### config.mk
export PLATFORM = sky130hd
export DESIGN_NAME = base64_stream_decoder_top
export DESIGN_NICKNAME = d
export VERILOG_FILES = /design/src/hdl/b64d_pkg.sv /design/src/hdl/b64d_front.sv /design/src/hdl/b64d_back.sv /design/src/hdl/base64_stream_decoder_top.sv
export SDC_FILE = /design/constraint.sdc
export NUM_CORES = 1
export LEC_CHECK = 0
export ABC_CLOCK_PERIOD_IN_PS = 4410
export BUFFER_PORTS_ARGS = -buffer_cell sky130_fd_sc_hd__buf_2
export CAP_MARGIN = 25
export CORE_ASPECT_RATIO = 0.9
export CORE_MARGIN = 2
export CORE_UTILIZATION = 60
export CTS_CLUSTER_SIZE = 16
export DETAILED_ROUTE_END_ITERATION = 10
export GPL_ROUTABILITY_DRIVEN = 0
export HOLD_SLACK_MARGIN = 0.15
export PLACE_DENSITY_LB_ADDON = 0.3
export SYNTH_ARGS = -nofsm -noshare
export SYNTH_HDL_FRONTEND = slang
export SYNTH_SLANG_ARGS = --single-unit
### constraint.sdc
create_clock -name clock -period 4.41 [get_ports clock]
set_clock_uncertainty 0.1 [all_clocks]
set_input_delay 0.882 -clock clock [delete_from_list [all_inputs] [get_ports clock]]
set_output_delay 0.882 -clock clock [all_outputs]
set_load 0.03 [all_outputs]
### src/hdl/b64d_pkg.sv
// Shared types and constants for the base64 stream decoder.
package b64d_pkg;

   localparam int COUNT_BITS_DEFAULT = 16;
   localparam int QUEUE_DEPTH        = 4;
   localparam int CSR_ADDR_W         = 3;
   localparam int CSR_DATA_W         = 32;

   localparam logic [15:0] MAX_OUT_RESET = 16'hFFFF;
   localparam logic [CSR_ADDR_W-1:0] CSR_ADDR_MAX_OUT = 3'd0;

   // Final status codes
   localparam logic [1:0] STATUS_OK    = 2'd0;
   localparam logic [1:0] STATUS_INVAL = 2'd1;
   localparam logic [1:0] STATUS_SIZE  = 2'd2;

   typedef enum logic [1:0] {
      KIND_SEXTET,
      KIND_PAD,
      KIND_BAD
   } b64d_kind_type;

   typedef struct packed {
      logic [7:0] char_code;
      logic       last;
   } b64d_req_type;

   typedef struct packed {
      logic [7:0]  out_byte;
      logic        is_status;
      logic [1:0]  status;
      logic [15:0] byte_count;
      logic        end_of_run;
   } b64d_rsp_type;

   // One classified character, as queued between front and back.
   typedef struct packed {
      b64d_kind_type kind;
      logic [5:0]    sextet;
      logic          last;
   } b64d_entry_type;

   // Queue head handed to the back end.
   typedef struct packed {
      logic           valid;
      b64d_entry_type entry;
   } b64d_head_type;

endpackage

### src/hdl/b64d_front.sv
// Front end: character classification and the item queue.
module b64d_front import b64d_pkg::*; (
   input  logic          clock,
   input  logic          reset,
   input  logic          req_valid,
   output logic          req_stall,
   input  b64d_req_type  req_payload,
   output b64d_head_type head,
   input  logic          pop
);

   localparam int PTR_W = (QUEUE_DEPTH > 1) ? $clog2(QUEUE_DEPTH) : 1;
   localparam int CNT_W = $clog2(QUEUE_DEPTH + 1);
   localparam logic [PTR_W-1:0] PTR_LAST = PTR_W'(QUEUE_DEPTH - 1);
   localparam logic [CNT_W-1:0] CNT_FULL = CNT_W'(QUEUE_DEPTH);

   b64d_entry_type   q_ff [QUEUE_DEPTH];
   logic [PTR_W-1:0] wr_ptr_ff, wr_ptr_in;
   logic [PTR_W-1:0] rd_ptr_ff, rd_ptr_in;
   logic [CNT_W-1:0] count_ff, count_in;
   logic             full_ff, full_in;
   b64d_entry_type   new_entry;
   logic [7:0]       diff;
   logic             push;
   logic             do_pop;

   // Character to sextet
   always_comb begin
      new_entry.last   = req_payload.last;
      new_entry.kind   = KIND_SEXTET;
      new_entry.sextet = 6'd0;
      diff             = 8'd0;
      priority if (req_payload.char_code >= "A" && req_payload.char_code <= "Z") begin
         diff             = req_payload.char_code - 8'("A");
         new_entry.sextet = diff[5:0];
      end else if (req_payload.char_code >= "a" && req_payload.char_code <= "z") begin
         diff             = req_payload.char_code - 8'("a") + 8'd26;
         new_entry.sextet = diff[5:0];
      end else if (req_payload.char_code >= "0" && req_payload.char_code <= "9") begin
         diff             = req_payload.char_code - 8'("0") + 8'd52;
         new_entry.sextet = diff[5:0];
      end else if (req_payload.char_code == 8'("+")) begin
         new_entry.sextet = 6'd62;
      end else if (req_payload.char_code == 8'("/")) begin
         new_entry.sextet = 6'd63;
      end else if (req_payload.char_code == 8'("=")) begin
         new_entry.kind = KIND_PAD;
      end else begin
         new_entry.kind = KIND_BAD;
      end
   end

   assign req_stall = full_ff;
   assign push      = req_valid && !full_ff;
   assign do_pop    = pop && (count_ff != '0);

   always_comb begin
      wr_ptr_in = wr_ptr_ff;
      rd_ptr_in = rd_ptr_ff;
      count_in  = count_ff;
      if (push) begin
         wr_ptr_in = (wr_ptr_ff == PTR_LAST) ? '0 : wr_ptr_ff + PTR_W'(1);
      end
      if (do_pop) begin
         rd_ptr_in = (rd_ptr_ff == PTR_LAST) ? '0 : rd_ptr_ff + PTR_W'(1);
      end
      if (push && !do_pop) begin
         count_in = count_ff + CNT_W'(1);
      end else if (!push && do_pop) begin
         count_in = count_ff - CNT_W'(1);
      end
      full_in = (count_in == CNT_FULL);
   end

   always_ff @(posedge clock) begin
      if (reset) begin
         wr_ptr_ff <= '0;
         rd_ptr_ff <= '0;
         count_ff  <= '0;
         full_ff   <= 1'b0;
      end else begin
         wr_ptr_ff <= wr_ptr_in;
         rd_ptr_ff <= rd_ptr_in;
         count_ff  <= count_in;
         full_ff   <= full_in;
      end
   end

   always_ff @(posedge clock) begin
      if (push) begin
         q_ff[wr_ptr_ff] <= new_entry;
      end
   end

   assign head.valid = (count_ff != '0);
   assign head.entry = q_ff[rd_ptr_ff];

endmodule

### src/hdl/b64d_back.sv
// Back end: bit packing, error tracking, status and output register.
module b64d_back import b64d_pkg::*; #(
   parameter int COUNT_BITS = COUNT_BITS_DEFAULT
) (
   input  logic          clock,
   input  logic          reset,
   input  b64d_head_type head,
   output logic          pop,
   input  logic [15:0]   max_out_bytes,
   output logic          rsp_valid,
   input  logic          rsp_stall,
   output b64d_rsp_type  rsp_payload
);

   // Stream state
   logic [5:0]            lb_ff, lb_in;
   logic [2:0]            lc_ff, lc_in;
   logic [COUNT_BITS-1:0] cnt_ff, cnt_in;
   logic [1:0]            lmod_ff, lmod_in;
   logic [1:0]            pmod_ff, pmod_in;
   logic                  padp_ff, padp_in;
   logic [1:0]            err_ff, err_in;

   // Output register: optional byte, then optional status
   logic                  obv_ff;
   logic                  osv_ff;
   logic [7:0]            obyte_ff;
   logic [1:0]            ostat_ff;
   logic [15:0]           ocount_ff;

   logic [11:0]           acc;
   logic [7:0]            byte_val;
   logic [5:0]            lb_keep;
   logic                  out_full;
   logic                  emit_byte;
   logic [1:0]            st;
   logic [31:0]           cnt_wide;
   logic                  rsp_accept;
   logic                  stage_free;
   b64d_entry_type        e;

   assign e          = head.entry;
   assign acc        = {lb_ff, e.sextet};
   assign out_full   = (cnt_ff == '1) || (32'(cnt_ff) >= 32'(max_out_bytes));
   assign rsp_accept = rsp_valid && !rsp_stall;
   assign stage_free = (!obv_ff && !osv_ff) || (rsp_accept && !(obv_ff && osv_ff));
   assign pop        = head.valid && stage_free;

   // Byte extraction by how many bits were left over
   always_comb begin
      unique case (lc_ff)
         3'd4: begin
            byte_val = acc[9:2];
            lb_keep  = {4'd0, acc[1:0]};
         end
         3'd6: begin
            byte_val = acc[11:4];
            lb_keep  = {2'd0, acc[3:0]};
         end
         default: begin
            byte_val = acc[7:0];
            lb_keep  = 6'd0;
         end
      endcase
   end

   always_comb begin
      lb_in     = lb_ff;
      lc_in     = lc_ff;
      cnt_in    = cnt_ff;
      lmod_in   = lmod_ff;
      pmod_in   = pmod_ff;
      padp_in   = padp_ff;
      err_in    = err_ff;
      emit_byte = 1'b0;
      st        = STATUS_OK;
      if (e.kind == KIND_PAD) begin
         padp_in = 1'b1;
         pmod_in = pmod_ff + 2'd1;
      end else begin
         lmod_in = lmod_ff + pmod_ff + 2'd1;
         padp_in = 1'b0;
         pmod_in = 2'd0;
         // pad run followed by data
         if (padp_ff && err_ff == STATUS_OK) begin
            err_in = STATUS_INVAL;
         end
         if (err_in == STATUS_OK) begin
            if (e.kind == KIND_BAD) begin
               err_in = STATUS_INVAL;
            end else if (lc_ff >= 3'd2) begin
               if (out_full) begin
                  err_in = STATUS_SIZE;
               end else begin
                  emit_byte = 1'b1;
                  cnt_in    = cnt_ff + COUNT_BITS'(1);
               end
               lb_in = lb_keep;
               lc_in = lc_ff - 3'd2;
            end else begin
               lb_in = e.sextet;
               lc_in = 3'd6;
            end
         end
      end
      st = (lmod_in == 2'd1) ? STATUS_INVAL : err_in;
      cnt_wide = 32'(cnt_in);
      if (e.last) begin
         lb_in   = 6'd0;
         lc_in   = 3'd0;
         cnt_in  = '0;
         lmod_in = 2'd0;
         pmod_in = 2'd0;
         padp_in = 1'b0;
         err_in  = STATUS_OK;
      end
   end

   always_ff @(posedge clock) begin
      if (reset) begin
         lb_ff   <= 6'd0;
         lc_ff   <= 3'd0;
         cnt_ff  <= '0;
         lmod_ff <= 2'd0;
         pmod_ff <= 2'd0;
         padp_ff <= 1'b0;
         err_ff  <= STATUS_OK;
         obv_ff  <= 1'b0;
         osv_ff  <= 1'b0;
      end else begin
         if (pop) begin
            lb_ff   <= lb_in;
            lc_ff   <= lc_in;
            cnt_ff  <= cnt_in;
            lmod_ff <= lmod_in;
            pmod_ff <= pmod_in;
            padp_ff <= padp_in;
            err_ff  <= err_in;
            obv_ff  <= emit_byte;
            osv_ff  <= e.last;
         end else if (rsp_accept) begin
            if (obv_ff) begin
               obv_ff <= 1'b0;
            end else begin
               osv_ff <= 1'b0;
            end
         end
      end
   end

   always_ff @(posedge clock) begin
      if (pop) begin
         obyte_ff  <= byte_val;
         ostat_ff  <= st;
         ocount_ff <= cnt_wide[15:0];
      end
   end

   assign rsp_valid              = obv_ff || osv_ff;
   assign rsp_payload.out_byte   = obv_ff ? obyte_ff : 8'd0;
   assign rsp_payload.is_status  = !obv_ff;
   assign rsp_payload.status     = obv_ff ? STATUS_OK : ostat_ff;
   assign rsp_payload.byte_count = obv_ff ? 16'd0 : ocount_ff;
   assign rsp_payload.end_of_run = !obv_ff;

endmodule

### src/hdl/base64_stream_decoder_top.sv
// Top level of the base64 stream decoder: register port and front/back wiring.
//
// Usage notes
// - req channel: one ASCII character per item (char_code) plus last, which
//   marks the final character of an encoded message.
// - rsp channel: a decoded byte item (is_status 0) whenever 8 bits are ready,
//   and on a last character a status item (is_status 1, end_of_run 1) with the
//   status code and the byte count. A last character that completes a byte
//   gives the byte first, then the status.
// - Status: ok, invalid argument (bad character, '=' followed by data, or a
//   stripped length of 1 mod 4) or size (more bytes than max_out_bytes).
//   After the first error no more bytes come out for that message.
// - csr port: register max_out_bytes at byte address 0, reset 65535. Write
//   it only while no item is in flight.
// - An accepted item passes through the queue, then the output register.
// - Throughput: 1 item per cycle while rsp_stall is low; an item that yields
//   both a byte and a status holds the output register until both are taken.
// - A 4-entry queue sits between classifier and packer; req_stall rises when it
//   fills while rsp_stall or byte-plus-status items hold the output register.
// - Reset (synchronous) empties the queue and output register and clears
//   the stream state; the decoder is ready the cycle after.
module base64_stream_decoder_top import b64d_pkg::*; #(
   parameter int COUNT_BITS = COUNT_BITS_DEFAULT
) (
   input  logic                  clock,
   input  logic                  reset,
   // character input
   input  logic                  req_valid,
   output logic                  req_stall,
   input  b64d_req_type          req_payload,
   // decoded output
   output logic                  rsp_valid,
   input  logic                  rsp_stall,
   output b64d_rsp_type          rsp_payload,
   // register port
   input  logic                  csr_psel,
   input  logic                  csr_penable,
   input  logic                  csr_pwrite,
   input  logic [CSR_ADDR_W-1:0] csr_paddr,
   input  logic [CSR_DATA_W-1:0] csr_pwdata,
   output logic [CSR_DATA_W-1:0] csr_prdata,
   output logic                  csr_pready
);

   logic [15:0]   max_out_ff;
   logic          csr_hit;
   logic          csr_wr;
   b64d_head_type head;
   logic          pop;

   // Word-aligned decode: bit 2 selects the register, low bits are ignored.
   assign csr_hit    = (csr_paddr[CSR_ADDR_W-1:2] == CSR_ADDR_MAX_OUT[CSR_ADDR_W-1:2]);
   assign csr_pready = 1'b1;
   assign csr_wr     = csr_psel && csr_penable && csr_pwrite && csr_pready && csr_hit;
   assign csr_prdata = csr_hit ? {16'd0, max_out_ff} : '0;

   always_ff @(posedge clock) begin
      if (reset) begin
         max_out_ff <= MAX_OUT_RESET;
      end else if (csr_wr) begin
         max_out_ff <= csr_pwdata[15:0];
      end
   end

   // Classify and queue incoming characters
   b64d_front u_front (
      .clock       (clock),
      .reset       (reset),
      .req_valid   (req_valid),
      .req_stall   (req_stall),
      .req_payload (req_payload),
      .head        (head),
      .pop         (pop)
   );

   // Pack sextets into bytes, track errors, drive the output register
   b64d_back #(
      .COUNT_BITS (COUNT_BITS)
   ) u_back (
      .clock         (clock),
      .reset         (reset),
      .head          (head),
      .pop           (pop),
      .max_out_bytes (max_out_ff),
      .rsp_valid     (rsp_valid),
      .rsp_stall     (rsp_stall),
      .rsp_payload   (rsp_payload)
   );

endmodule

==> results.cfg <==
[clocking]
cts_buffer_depth = 2
postCtsSetupBuffers = 0
cts_tree = yes
cts_buffers = 17
clk_pin_slew_ps = 50
cts_hold_buf = 0
cts_resized = 0
clk_latency_ps = 410
root_buffer = clkbuf_16
h-tree-depth = 4
clock-sinks = 121

[yosys]
syn-instance-count = 676
synth_seq_cells = 121
synth_flop_cell = edfxtp_1
syn_area_per_cell_um2 = 9.82
synth_edf_count = 62
netlist_area_um2 = 6640
synth_cell_type_count = 67
synth_warnings = 0
async_flop_share = 0
synth_seq_area_share = 0.458

[sta]
finalSetupViolations = 0
finalHoldViolCount = 0
timing.final.crit_share = 0.711
tns_ps = 0
fin_ws_ps = 1270
maxSlewViolCount = 0
relSlewSlack = 0.342
rsz0062_at_grt = no
fin_crit_ps = 3140
fmax_mhz = 319
tightestPinTransition_ps = 986

[global_route]
grt_pass1_wl_um = 24200
antenna_found_initial = 0
globalRouteOverflowTotal = 0
track_usage = 0.254
grt_pass1_vias = 4921
grt_max_degree = 38

[power]
p_leak_nw = 3.22
peakVddDrop_uv = 329
powerDensity_nw_per_um2 = 612

[setup_path]
critPathKind = input pin to flop
startpoint_type = input pin
arrival_ps = 3240
crit_fanout = 12
required_ps = 4510
max_stage_delay_ps = 640
worst_setup_path_end_kind = flop
slowest_stage = nor3_1
crit_chain = buf_2 -> inv_1 -> ha_1 -> a21oi_1 -> a311oi_1 -> nor3_1 -> inv_1 -> a31oi_1 -> a31oi_1 -> o211ai_1
reg2regPathDepth = 7

[route]
first_pass_iters = 7
totalWireLength_um = 14600
drt_iter0_drc = 525
drtAntennaViolNets = 0
drc_errors = 0
wl_per_cell_um = 16.4
vias = 5337
vias_per_cell = 6.00

[layout]
layout-drive-gt1-share = 0.180
area_growth_pct = 14.9
fin_area_um2 = 7630
fin_nets = 832
n_antenna_cell = 0

[placed_design]
dpl_cell_area_um2 = 7000
place_hpwl_um = 9740
post-place-ws_ps = 939
port_buffers = 78

[die]
die-area_um2 = 11900
rows = 36
die_w_um = 115
ioPinCount = 114
core_area_um2 = 10800
start_util = 0.614
die-height_um = 104

[run]
max_cap_violations = 0

[min_path]
hold_class = flop to flop
hold_depth = 2

[run_status]
status = finished, final reports clean
[sequential cells by signal, summed over array words and instances (netlist names), 3 cells and up, named ones only]
signal            cells
u_front.q_ff         36
u_back.obyte_ff       8
u_back.cnt_ff        16
max_out_ff           16
u_back.ocount_ff     16
u_front.count_ff      3
u_back.lb_ff          6
[power breakdown]
part / switching, mW / internal, mW / leakage [nW]
Sequential: 0.113 / 1.49 / 1.08
Combinational: 1.07 / 0.522 / 1.85
Clock: 0.509 / 0.964 / 0.303
Total: 1.69 / 2.97 / 3.22
[synthesized netlist by cell type, types with 6 or more instances]
master	n	area (µm²)
and4_1	6	52.6
and3_1	6	37.5
edfxtp_1	62	1860
dfxtp_1	59	1180
buf_6	6	67.6
xnor2_1	18	158
nor2b_1	22	138
a21oi_1	36	180
clkbuf_1	23	86.3
buf_4	18	135
nand3_1	28	140
ha_1	37	463
a22oi_1	9	67.6
mux4_1	7	184
o211ai_1	21	158
nor2_1	52	195
nand2_1	69	259
nand4_1	6	37.5
a211oi_1	7	52.6
o21ai_0	23	115
nor3_1	10	50.1
a31oi_1	10	62.6
and2_1	19	119
inv_1	40	150
[layout make-up]
type | count | area (µm²)
Multi-Input combinational cell | 478 | 3190
Fill cell | 785 | 3180
Sequential cell | 121 | 3040
Timing Repair Buffer | 85 | 443
Clock buffer | 18 | 439
Clock inverter | 14 | 195
Tap cell | 133 | 166
Inverter | 41 | 154
[layout by cell type (no fill, tap or decap), types with 7 or more instances in the layout]
master / instances
edfxtp_1: 62
nor2b_1: 22
a211oi_1: 7
buf_2: 78
nor2_1: 52
a21oi_1: 36
nand2_1: 69
a22oi_1: 9
conb_1: 17
o211ai_1: 21
o21ai_0: 23
and2_1: 19
dfxtp_1: 59
buf_4: 7
clkbuf_16: 17
inv_1: 40
ha_1: 37
mux4_1: 7
xnor2_1: 18
nor3_1: 10
nand3_1: 28
a31oi_1: 10
[cell families after synthesis]
family,share of synthesized area
AND/OR/NAND/NOR,0.195
XOR/XNOR,0.0303
flip-flops,0.458
other,0.00113
buffers and inverters,0.0697
multiplexers,0.0396
adder cells (fa/ha/maj),0.0697
AO/OA/AOI/OAI,0.136
[metrics by stage]
stage | utilization | cells | hold WS (ps) | power [mW]
4_1_cts | 0.706 | 890 | 369 | 4.66
5_1_grt | 0.706 | 890 | 386 | 4.90
2_1_floorplan | - | 691 | 348 | 2.82
3_3_place_gp | 0.647 | 858 | 359 | 3.11
6_report | 0.706 | 890 | 370 | 4.67
3_5_place_dp | 0.647 | 858 | 361 | 3.17
[worst paths after layout]
check / from / end / slack (ps)
worst min register to register: u_back.lb_ff[4] / u_back.lb_ff[4] / 370
worst min-delay path: u_back.lb_ff[4] / u_back.lb_ff[4] / 370
worst max register to register: u_back.cnt_ff[11] / u_back.ocount_ff[1] / 1480
worst max-delay path: req_payload[3] / u_front.q_ff[1][4] / 1270
[routing by layer]
metal,up-vias,GRT usage,part of all wire
met3,32,0.0503,0.075
li1,2539,-,-
met1,2487,0.367,0.45
met5,-,0,0
met4,0,0.0843,0.014
met2,279,0.385,0.46
[worst max-delay path: cells and delay by family]
kind	cells	cell delay (ps)
adders and majority gates	1	270
and+or+nand+nor	1	640
buffers and inverters	3	540
AOI/OAI and AO/OA	5	900
Power figures use the tool's default switching activity.
